[src/sv/ccs_pkg.sv]
// ccs_pkg: shared types and constants for the C comment stripper.
// No dependencies; imported by every module of the block.
package ccs_pkg;

  // Marker characters
  localparam logic [7:0] CH_SLASH     = 8'h2F;
  localparam logic [7:0] CH_STAR      = 8'h2A;
  localparam logic [7:0] CH_DQUOTE    = 8'h22;
  localparam logic [7:0] CH_SQUOTE    = 8'h27;
  localparam logic [7:0] CH_BACKSLASH = 8'h5C;
  localparam logic [7:0] CH_NEWLINE   = 8'h0A;

  // Queue between front and back
  localparam int QDEPTH = 4;
  localparam int QPTR_W = $clog2(QDEPTH);
  localparam int QCNT_W = $clog2(QDEPTH + 1);

  // One queued request: a byte, optionally preceded by a held-back slash
  typedef struct packed {
    logic       pair;
    logic [7:0] data;
  } ccs_entry_t;

  // Queue status seen by front and back
  typedef struct packed {
    logic full;
    logic nonempty;
  } ccs_qstat_t;

endpackage

[src/sv/ccs_in_if.sv]
// ccs_in_if: input channel carrying one source byte per request.
// No dependencies.
interface ccs_in_if;
  logic       valid;
  logic       ready;
  logic [7:0] in_byte;

  modport source (output valid, output in_byte, input ready);
  modport sink   (input valid, input in_byte, output ready);
endinterface

[src/sv/ccs_out_if.sv]
// ccs_out_if: output channel carrying one comment-free byte per request.
// No dependencies.
interface ccs_out_if;
  logic       valid;
  logic       ready;
  logic [7:0] out_byte;
  logic       last;

  modport source (output valid, output out_byte, output last, input ready);
  modport sink   (input valid, input out_byte, input last, output ready);
endinterface

[src/sv/c_comment_stripper.sv]
// c_comment_stripper: removes C block and line comments from a byte stream.
// Depends on ccs_pkg, ccs_in_if, ccs_out_if, ccs_front, ccs_fifo, ccs_back.
//
//   channel  dir  payload                 notes
//   din      in   in_byte[7:0]            one source byte per request
//   dout     out  out_byte[7:0], last     zero to two results per input byte
//
// One input byte is taken per cycle while the four-entry queue has room.
// A held-back slash with its follower leaves the output stage as two result bytes,
// so such input needs extra output bandwidth; the queue absorbs it.
// From input acceptance, a result passes through the queue and then the output register.
// Synchronous reset returns the scanner to code mode and empties the queue.
// Either side may stall independently; a stalled result holds in the output register.
module c_comment_stripper (
  input  logic      clk,
  input  logic      rst,
  ccs_in_if.sink    din,
  ccs_out_if.source dout
);
  import ccs_pkg::*;

  logic       q_push;
  logic       q_pop;
  ccs_entry_t q_entry;
  ccs_entry_t q_head;
  ccs_qstat_t qstat;

  ccs_front u_front (
    .clk     (clk),
    .rst     (rst),
    .din     (din),
    .qstat   (qstat),
    .q_push  (q_push),
    .q_entry (q_entry)
  );

  ccs_fifo u_fifo (
    .clk        (clk),
    .rst        (rst),
    .push       (q_push),
    .push_entry (q_entry),
    .pop        (q_pop),
    .head       (q_head),
    .qstat      (qstat)
  );

  ccs_back u_back (
    .clk   (clk),
    .rst   (rst),
    .head  (q_head),
    .qstat (qstat),
    .pop   (q_pop),
    .dout  (dout)
  );

  // Queue never written when full
  a_no_overflow: assert property (@(posedge clk) disable iff (rst)
    q_push |-> !qstat.full)
    else $error("queue overflow");

  // Queue never read when empty
  a_no_underflow: assert property (@(posedge clk) disable iff (rst)
    q_pop |-> qstat.nonempty)
    else $error("queue underflow");

  // The second half of a pair follows its slash at once
  a_pair_follows: assert property (@(posedge clk) disable iff (rst)
    (dout.valid && dout.ready && !dout.last) |=> (dout.valid && dout.last))
    else $error("pair split");

  // Nothing offered straight after reset
  a_reset_clear: assert property (@(posedge clk)
    rst |=> !dout.valid)
    else $error("output valid after reset");

endmodule

[src/sv/ccs_front.sv]
// ccs_front: lexical scanner; classifies each input byte and queues what is emitted.
// Depends on ccs_pkg and ccs_in_if.
module ccs_front (
  input  logic                clk,
  input  logic                rst,
  ccs_in_if.sink              din,
  input  ccs_pkg::ccs_qstat_t qstat,
  output logic                q_push,
  output ccs_pkg::ccs_entry_t q_entry
);
  import ccs_pkg::*;

  typedef enum logic [2:0] {
    MODE_CODE   = 3'd0,
    MODE_BLOCK  = 3'd1,
    MODE_LINE   = 3'd2,
    MODE_QUOTE  = 3'd3,
    MODE_SLASH  = 3'd4,
    MODE_STAR   = 3'd5,
    MODE_ESCAPE = 3'd6
  } mode_t;

  mode_t      mode, mode_next;
  logic       quote_dbl, quote_dbl_next;
  logic       emit;
  logic       pair;
  logic       accept;
  logic [7:0] c;
  logic [7:0] closer;
  logic       is_quote;

  assign din.ready = !qstat.full;
  assign accept    = din.valid && din.ready;
  assign c         = din.in_byte;
  assign closer    = quote_dbl ? CH_DQUOTE : CH_SQUOTE;
  assign is_quote  = (c == CH_DQUOTE) || (c == CH_SQUOTE);

  // Next mode and emit decision
  always_comb begin
    mode_next      = mode;
    quote_dbl_next = quote_dbl;
    emit           = 1'b0;
    pair           = 1'b0;
    unique case (mode)
      MODE_BLOCK: begin
        if (c == CH_STAR) mode_next = MODE_STAR;
      end
      MODE_LINE: begin
        if (c == CH_NEWLINE) begin
          mode_next = MODE_CODE;
          emit      = 1'b1;
        end
      end
      MODE_QUOTE: begin
        emit = 1'b1;
        if (c == CH_BACKSLASH) mode_next = MODE_ESCAPE;
        else if (c == closer)  mode_next = MODE_CODE;
      end
      MODE_SLASH: begin
        if (c == CH_STAR) begin
          mode_next = MODE_BLOCK;
        end else if (c == CH_SLASH) begin
          mode_next = MODE_LINE;
        end else begin
          emit = 1'b1;
          pair = 1'b1;
          if (is_quote) begin
            mode_next      = MODE_QUOTE;
            quote_dbl_next = (c == CH_DQUOTE);
          end else begin
            mode_next = MODE_CODE;
          end
        end
      end
      MODE_STAR: begin
        if (c == CH_SLASH)     mode_next = MODE_CODE;
        else if (c != CH_STAR) mode_next = MODE_BLOCK;
      end
      MODE_ESCAPE: begin
        mode_next = MODE_QUOTE;
        emit      = 1'b1;
      end
      default: begin
        // code mode, and the unreachable eighth code
        if (c == CH_SLASH) begin
          mode_next = MODE_SLASH;
        end else begin
          emit      = 1'b1;
          mode_next = MODE_CODE;
          if (is_quote) begin
            mode_next      = MODE_QUOTE;
            quote_dbl_next = (c == CH_DQUOTE);
          end
        end
      end
    endcase
  end

  assign q_push        = accept && emit;
  assign q_entry.pair  = pair;
  assign q_entry.data  = c;

  // Scanner state
  always_ff @(posedge clk) begin
    if (rst) begin
      mode      <= MODE_CODE;
      quote_dbl <= 1'b0;
    end else if (accept) begin
      mode      <= mode_next;
      quote_dbl <= quote_dbl_next;
    end
  end

endmodule

[src/sv/ccs_fifo.sv]
// ccs_fifo: short request queue between scanner and output stage.
// Depends on ccs_pkg.
module ccs_fifo (
  input  logic                clk,
  input  logic                rst,
  input  logic                push,
  input  ccs_pkg::ccs_entry_t push_entry,
  input  logic                pop,
  output ccs_pkg::ccs_entry_t head,
  output ccs_pkg::ccs_qstat_t qstat
);
  import ccs_pkg::*;

  ccs_entry_t        entries [QDEPTH];
  logic [QPTR_W-1:0] wr_ptr, rd_ptr;
  logic [QCNT_W-1:0] count;

  assign head           = entries[rd_ptr];
  assign qstat.full     = (count == QCNT_W'(QDEPTH));
  assign qstat.nonempty = (count != '0);

  // Storage, no reset needed
  always_ff @(posedge clk) begin
    if (push) entries[wr_ptr] <= push_entry;
  end

  // Pointers and fill count
  always_ff @(posedge clk) begin
    if (rst) begin
      wr_ptr <= '0;
      rd_ptr <= '0;
      count  <= '0;
    end else begin
      if (push) wr_ptr <= (wr_ptr == QPTR_W'(QDEPTH - 1)) ? '0 : wr_ptr + 1'b1;
      if (pop)  rd_ptr <= (rd_ptr == QPTR_W'(QDEPTH - 1)) ? '0 : rd_ptr + 1'b1;
      if (push && !pop)      count <= count + 1'b1;
      else if (pop && !push) count <= count - 1'b1;
    end
  end

endmodule

[src/sv/ccs_back.sv]
// ccs_back: output stage; expands queued requests into result bytes.
// Depends on ccs_pkg and ccs_out_if.
module ccs_back (
  input  logic                clk,
  input  logic                rst,
  input  ccs_pkg::ccs_entry_t head,
  input  ccs_pkg::ccs_qstat_t qstat,
  output logic                pop,
  ccs_out_if.source           dout
);
  import ccs_pkg::*;

  logic       out_valid;
  logic [7:0] out_byte;
  logic       out_last;
  logic       half;       // slash of a paired request already loaded
  logic       load;

  assign load = qstat.nonempty && (!out_valid || dout.ready);
  assign pop  = load && (!head.pair || half);

  assign dout.valid    = out_valid;
  assign dout.out_byte = out_byte;
  assign dout.last     = out_last;

  // Control: valid flag and pair progress
  always_ff @(posedge clk) begin
    if (rst) begin
      out_valid <= 1'b0;
      half      <= 1'b0;
    end else begin
      if (load)            out_valid <= 1'b1;
      else if (dout.ready) out_valid <= 1'b0;
      if (load) half <= head.pair && !half;
    end
  end

  // Output payload
  always_ff @(posedge clk) begin
    if (load) begin
      if (head.pair && !half) begin
        out_byte <= CH_SLASH;
        out_last <= 1'b0;
      end else begin
        out_byte <= head.data;
        out_last <= 1'b1;
      end
    end
  end

endmodule
[src/flat_wrapper.sv]
// flat-port wrapper written by rule: the top's interface ports become plain ports
module c_comment_stripper_flat import ccs_pkg::*;
  (clk, rst, din_valid, din_in_byte, din_ready, dout_valid, dout_out_byte, dout_last, dout_ready);
  ccs_in_if din_i ();
  ccs_out_if dout_i ();
  input  logic clk;
  input  logic rst;
  input wire logic [$bits(din_i.valid)-1:0] din_valid;
  input wire logic [$bits(din_i.in_byte)-1:0] din_in_byte;
  output wire logic [$bits(din_i.ready)-1:0] din_ready;
  output wire logic [$bits(dout_i.valid)-1:0] dout_valid;
  output wire logic [$bits(dout_i.out_byte)-1:0] dout_out_byte;
  output wire logic [$bits(dout_i.last)-1:0] dout_last;
  input wire logic [$bits(dout_i.ready)-1:0] dout_ready;
  assign din_i.valid = din_valid;
  assign din_i.in_byte = din_in_byte;
  assign din_ready = din_i.ready;
  assign dout_valid = dout_i.valid;
  assign dout_out_byte = dout_i.out_byte;
  assign dout_last = dout_i.last;
  assign dout_i.ready = dout_ready;
  c_comment_stripper u_core (.clk(clk), .rst(rst), .din(din_i), .dout(dout_i));
endmodule
[config.mk]
export PLATFORM = sky130hd
export DESIGN_NAME = c_comment_stripper_flat
export DESIGN_NICKNAME = d
export VERILOG_FILES = /design/src/sv/ccs_pkg.sv /design/src/sv/ccs_in_if.sv /design/src/sv/ccs_out_if.sv /design/src/sv/c_comment_stripper.sv /design/src/sv/ccs_front.sv /design/src/sv/ccs_fifo.sv /design/src/sv/ccs_back.sv /design/src/flat_wrapper.sv
export SDC_FILE = /design/constraint.sdc
export NUM_CORES = 1
export LEC_CHECK = 0
export BUFFER_PORTS_ARGS = -buffer_cell sky130_fd_sc_hd__buf_2
export CORE_MARGIN = 5
export CORE_UTILIZATION = 37
export DETAILED_ROUTE_END_ITERATION = 12
export GPL_ROUTABILITY_DRIVEN = 0
export PLACE_DENSITY = 0.59
export REMOVE_ABC_BUFFERS = 1
export SYNTH_ARGS = -nofsm -noshare
export SYNTH_HDL_FRONTEND = slang
export SYNTH_SLANG_ARGS = --single-unit
[constraint.sdc]
create_clock -name clk -period 3.82 [get_ports clk]
set_input_delay 0.573 -clock clk [delete_from_list [all_inputs] [get_ports clk]]
set_output_delay 0.573 -clock clk [all_outputs]
set_load 0.02 [all_outputs]
==> impl_metrics.json, run 1 <==
{
  "outcome": "complete, no violations",
  "netlist_instances": 207,
  "setup_tns_ns": 0,
  "ctsRootBufferMaster": "clkbuf_8",
  "synth_top_cell_area_share": 0.483,
  "synth_area_leaders": "edfxtp_1 (48%), dfxtp_1 (11%), mux4_2 (7.2%)",
  "grt_max_degree": 17,
  "power_leakage_nw": 1.13,
  "netlist_area_sq_um": 2800,
  "antenna_left": 0,
  "synth.most_common_cell": "edfxtp_1",
  "synth_edf_count": 45,
  "ir_worst_vdd_mv": 0.236,
  "avgSynthCellArea_sq_um": 13.5,
  "place_hpwl_mm": 3.48,
  "hp-class": "flop to flop",
  "end_kind": "flop",
  "die_height_microns": 96.9,
  "min_period_ns": 2.94,
  "synth-async-reset-ratio": 0,
  "dp_cells": 319,
  "slowest_delay_ns": 0.57,
  "final_cell_area_sq_um": 3170,
  "clk_latency_ns": 0.32,
  "drive_gt1_frac": 0.271,
  "coreArea_sq_um": 7290,
  "hold_violations": 0,
  "grt_pass1_wl_mm": 8.38,
  "vias": 1677,
  "antenna-diode-count": 0,
  "synth_common_cells": "edfxtp_1 (45), dfxtp_1 (15), nor2_1 (13)",
  "wl_mm": 4.95,
  "power_mw": 2.12,
  "yosysTopAreaCell": "edfxtp_1",
  "die_w_microns": 96.9,
  "finalSetupViolCount": 0,
  "fin_worst_skew_ns": 0.00773,
  "postCtsResizedCells": 0,
  "cts_tree": "yes",
  "placed_area_sq_um": 2980,
  "cp.arrival_ns": 3.19,
  "ios": 23,
  "portBuffers": 22,
  "cap_violations": 0,
  "path_class": "input pin to flop",
  "path_cells": "buf_2 > or4b_1 > o211a_1 > o21a_1 > nor2_1 > ha_1 > inv_1 > fa_1 > xor2_1 > or3_1 > a21oi_1",
  "fin_nets": 250,
  "multi_input_area_sq_um": 1050,
  "start_util": 0.383,
  "post_cts_buffers": 0,
  "std_cell_rows": 31,
  "drc_errors": 0,
  "fin_crit_sh": 0.770,
  "htree_levels": 3,
  "post-route-util": 0.435,
  "grt_pass1_vias": 1733,
  "slowest_stage": "or4b_1",
  "yosysUniqueCellTypes": 52,
  "viasPerCell": 5.01,
  "grt_overflow": 0,
  "fillers": 703,
  "cts-buffers-inserted": 9,
  "post_drt_wl_per_cell_microns": 14.8,
  "ys_seq_elements": 60,
  "clock-sinks": 60,
  "fmax_mhz": 340,
  "final_max_slew_viol_count": 0,
  "clkTransAtPathRegs_ns": 0.06,
  "antenna_found_initial": 0,
  "rsz0062_at_grt": "no",
  "path_max_fanout": 14,
  "dieArea_sq_um": 9400,
  "seq_area_sq_um": 1650,
  "fin_cells": 335,
  "clockBufferDepth": 2,
  "power.density_nw_per_um2": 669,
  "yosysWarnings": 0,
  "tightest_slew_ns": 0.856,
  "worstPathRequired_ns": 4.07,
  "syn_to_final_growth_pct": 13.5,
  "seq_area_frac_synth": 0.591,
  "postCtsHoldBufs": 0,
  "max-slew-margin-rel": 0.421,
  "ys.flop_type": "edfxtp_1",
  "dr.pass1.iters": 4,
  "grt_usage": 0.112,
  "drt-initial-drc-count": 110,
  "cp-start-kind": "input pin"
}
## critical path, delay by kind of cell
kind	cells	cell delay [ns]
AND/OR/NAND/NOR	3	1.05
AO/OA/AOI/OAI	3	0.58
XOR/XNOR	1	0.16
adder cells (fa/ha/maj)	2	0.60
buffers and inverters	2	0.24
## state kept, by name, summed over array words and instances (netlist names), named ones only
name / flops
u_core.u_fifo.rd_ptr: 2
u_core.u_back.dout.valid: 1
u_core.u_back.half: 1
u_core.u_back.dout.out_byte: 8
u_core.u_fifo.entries: 36
u_core.u_front.mode: 3
u_core.u_fifo.count: 3
u_core.u_fifo.wr_ptr: 2
u_core.u_front.quote_dbl: 1
u_core.u_back.dout.last: 1
## area by class of cell
cell class              instances  area share
clock buffers                  10      0.0402
clock inverters                 6      0.0205
inverters                      10      0.0118
multi-input cells             127       0.331
flip-flops and latches         60       0.520
well taps                      99      0.0390
repair buffers                 23      0.0371
## per-stage QoR
step | setup slack (ns) | hold WS, ns
2_1_floorplan | 0.898 | 0.444
3_3_place_gp | 0.612 | 0.456
3_5_place_dp | 0.551 | 0.460
4_1_cts | 0.816 | 0.470
5_1_grt | 0.560 | 0.510
6_report | 0.879 | 0.468
## report_power, final
part	switching, mW	internal (mW)
clock network	0.241	0.301
registers	0.0644	0.875
logic	0.359	0.282
## cells by family after synthesis
kind of cell    synth area share
xor+xnor                 0.00940
flops                      0.591
buf+inv                   0.0336
simple gates               0.149
compound gates            0.0971
mux                       0.0868
fa+ha+maj                 0.0340
## placed cells by master (no fill, tap or decap), types with 5 or more instances in the layout
| cell | count |
|---|---|
| edfxtp_1 | 45 |
| ha_1 | 6 |
| clkbuf_8 | 9 |
| or2_2 | 5 |
| inv_1 | 10 |
| buf_2 | 22 |
| nor2b_1 | 5 |
| nand2_1 | 11 |
| nor2_1 | 13 |
| a21oi_1 | 8 |
| dfxtp_1 | 15 |
| mux4_2 | 9 |
| and3_1 | 7 |
## path summary, 6_finish.rpt
path / start / endpoint / slack, ns / depth (start not counted)
worst min register to register: u_core.u_back.dout.valid$_SDFFE_PP0P_ / u_core.u_back.dout.valid$_SDFFE_PP0P_ / 0.47 / 2
worst max register to register: flop / u_core.u_fifo.count[2]$_SDFFE_PP0P_ / 0.90 / 10
worst max-delay path: din_in_byte[0] / u_core.u_fifo.count[2]$_SDFFE_PP0P_ / 0.88 / 11
worst min-delay path: u_core.u_back.dout.valid$_SDFFE_PP0P_ / u_core.u_back.dout.valid$_SDFFE_PP0P_ / 0.47 / 2
## per-layer routing
metal  global-route usage  up-vias  share of wire
met3               0.0396        2          0.046
met4               0.0475        0         0.0079
met1                0.142      804           0.47
met5                    0        -              0
li1                     -      839              -
met2                0.175       32           0.47
No activity file was read; power rests on OpenSTA's default activity.
==> inputs of run 2 (changes only) <==
==> constraint.sdc (replaced) <==
create_clock -name clk -period 2.8 [get_ports clk]
set_input_delay 0.42 -clock clk [delete_from_list [all_inputs] [get_ports clk]]
set_output_delay 0.42 -clock clk [all_outputs]
set_load 0.02 [all_outputs]
==> run 2 against run 1 <==
Wire length increased by 7.4%. Via count increased by 6.7%. First-iteration DRC count increased by 20%. Hold slack got worse by 0.12 ns. Core utilization increased by 1.7 points. Critical endpoint unchanged. Largest cell class unchanged. Highest routed layer unchanged.
==> impl_metrics.json, run 2 (synthesized netlist as in run 1, its figures left out) <==
{
  "dr.pass1.iters": 4,
  "tightest_slew_ns": 0.487,
  "min_period_ns": 2.63,
  "final_cell_mix": "edfxtp_1 (45), buf_2 (22), buf_4 (18)",
  "grt_pass1_vias": 1755,
  "grt_usage": 0.118,
  "grt_pass1_wl_mm": 8.65,
  "htree_levels": 3,
  "cap_violations": 0,
  "drt-initial-drc-count": 132,
  "clockBufferDepth": 2,
  "start_util": 0.383,
  "ios": 23,
  "coreArea_sq_um": 7290,
  "cts_tree": "yes",
  "reg_top3": "u_core.u_fifo.entries: 36 flops, u_core.u_back.dout.out_byte: 8 flops",
  "rsz0062_at_grt": "no",
  "fin_nets": 267,
  "r2r_cells": 10,
  "power_mw": 2.95,
  "cp.arrival_ns": 2.89,
  "post_cts_buffers": 0,
  "fillers": 704,
  "hold_path_depth": 4,
  "clkTransAtPathRegs_ns": 0.07,
  "clock-sinks": 60,
  "finalSetupViolCount": 0,
  "p_seq_frac": 0.433,
  "vias": 1789,
  "critical-path-top-delay-family": "simple AND/OR/NAND/NOR gates",
  "clkPwrFrac": 0.249,
  "worstPathRequired_ns": 3.06,
  "grt_overflow": 0,
  "place_hpwl_mm": 3.74,
  "drc_errors": 0,
  "final_common_cell": "edfxtp_1",
  "path_max_fanout": 2,
  "fin_crit_sh": 0.939,
  "switching_power_mw": 0.920,
  "postCtsResizedCells": 0,
  "slowest_stage": "or4b_1",
  "largest_reg_flops": 36,
  "std_cell_rows": 31,
  "cts-buffers-inserted": 9,
  "clk_latency_ns": 0.33,
  "final_max_slew_viol_count": 0,
  "hp-class": "input pin to flop",
  "end_kind": "flop",
  "regMostFlops": "u_core.u_fifo.entries",
  "max-slew-margin-rel": 0.675,
  "power.density_nw_per_um2": 893,
  "dieArea_sq_um": 9400,
  "postCtsHoldBufs": 0,
  "wl_mm": 5.31,
  "syn_to_final_growth_pct": 18.0,
  "worstReg2RegStart": "u_core.u_front.mode[1]$_SDFFE_PP0P_",
  "cp-endpoint": "u_core.u_fifo.count[2]$_SDFFE_PP0P_",
  "post-route-util": 0.452,
  "hold_ws_ns": 0.353,
  "internal_power_mw": 2.03,
  "antenna_left": 0,
  "post_drt_wl_per_cell_microns": 15.1,
  "fmax_mhz": 381,
  "cp-start-kind": "input pin",
  "r2r-end": "u_core.u_fifo.count[2]$_SDFFE_PP0P_",
  "crit_path_start": "din_in_byte[7]",
  "path_class": "input pin to flop",
  "die_w_microns": 96.9,
  "power_leakage_nw": 1.22,
  "ctsRootBufferMaster": "clkbuf_8",
  "slowest_delay_ns": 0.54,
  "antenna-diode-count": 0,
  "cp.depth": 11,
  "grt_max_degree": 17,
  "drive_gt1_frac": 0.328,
  "pwr-share-comb": 0.318,
  "path_cells": "buf_2 > or4b_1 > o211a_1 > o21a_1 > nor2_2 > ha_1 > inv_1 > fa_1 > xor2_1 > or3_1 > a21oi_1",
  "portBuffers": 22,
  "ir_worst_vdd_mv": 0.234,
  "viasPerCell": 5.08,
  "switching_share": 0.312,
  "fin_worst_skew_ns": 0.00704,
  "outcome": "complete, no violations",
  "critPathBufInv": 2,
  "reg2reg_slack_ns": 0.30,
  "hold_violations": 0,
  "antenna_found_initial": 0,
  "die_height_microns": 96.9
}
## run 2: changes by cell type in the layout (fill, tap and decap cells not counted), sizes merged
cell    before  now
clkinv       4    3
clkbuf      10   11
buf         23   40
## run 2: how the worst min path moves through the flow
stage,slack (ns),end,from
4_1_cts,0.34,u_core.u_back.dout.valid$_SDFFE_PP0P_,dout_ready
5_1_grt,0.35,u_core.u_back.dout.valid$_SDFFE_PP0P_,dout_ready
6_report,0.35,u_core.u_back.dout.valid$_SDFFE_PP0P_,dout_ready
2_1_floorplan,0.44,u_core.u_back.half$_SDFFE_PP0P_,u_core.u_back.half$_SDFFE_PP0P_
3_3_place_gp,0.46,u_core.u_back.dout.valid$_SDFFE_PP0P_,u_core.u_back.dout.valid$_SDFFE_PP0P_
3_5_place_dp,0.46,u_core.u_back.dout.valid$_SDFFE_PP0P_,u_core.u_back.dout.valid$_SDFFE_PP0P_
## run 2: worst register-to-register path, delay by kind of cell (launching register included)
kind / cells / cell delay [ns]
AOI/OAI and AO/OA: 3 / 0.55
xor gates and xnor gates: 1 / 0.16
adders and majority gates: 2 / 0.55
buffers and inverters: 2 / 0.24
DFF: 1 / 0.48
and+or+nand+nor: 2 / 0.46
## run 2: layer usage
| metal | routed length [microns] | vias up | GRT usage | share of wire |
|---|---|---|---|---|
| li1 | - | 868 | - | - |
| met1 | 2460 | 879 | 0.151 | 0.46 |
| met2 | 2530 | 34 | 0.183 | 0.48 |
| met3 | 222 | 8 | 0.0353 | 0.042 |
| met4 | 98 | 0 | 0.0594 | 0.018 |
| met5 | 0 | - | 0 | 0 |
## run 2: power groups by stage
stage | clock network (mW) | registers, mW | logic, mW
global placement | 0 | 1.29 | 0.935
detailed placement | 0 | 1.30 | 0.950
floorplan | 0 | 1.41 | 0.539
global route | 0.804 | 1.30 | 1.04
finish | 0.733 | 1.28 | 0.937
CTS | 0.751 | 1.28 | 0.955
## run 2: area by class of cell
class / instances / area [sq um] / area share
timing repair buffer: 40 / 245 / 0.0743
sequential: 60 / 1650 / 0.501
clock inverter: 5 / 52.6 / 0.0159
multi-input combinational: 127 / 1060 / 0.320
inverter: 10 / 37.5 / 0.0114
tap: 99 / 124 / 0.0375
clock buffer: 11 / 131 / 0.0398
## run 2: metrics by stage
| step | std cells | area, sq um | setup slack (ns) | setup TNS, ns |
|---|---|---|---|---|
| after floorplan | 197 | 2740 | 0.0310 | 0 |
| after CTS | 352 | 3290 | 0.0722 | 0 |
| after global routing | 352 | 3300 | 0.0337 | 0 |
| after global placement | 336 | 3110 | -0.166 | -0.166 |
| after detailed placement | 336 | 3110 | -0.222 | -0.222 |
| final | 352 | 3300 | 0.172 | 0 |
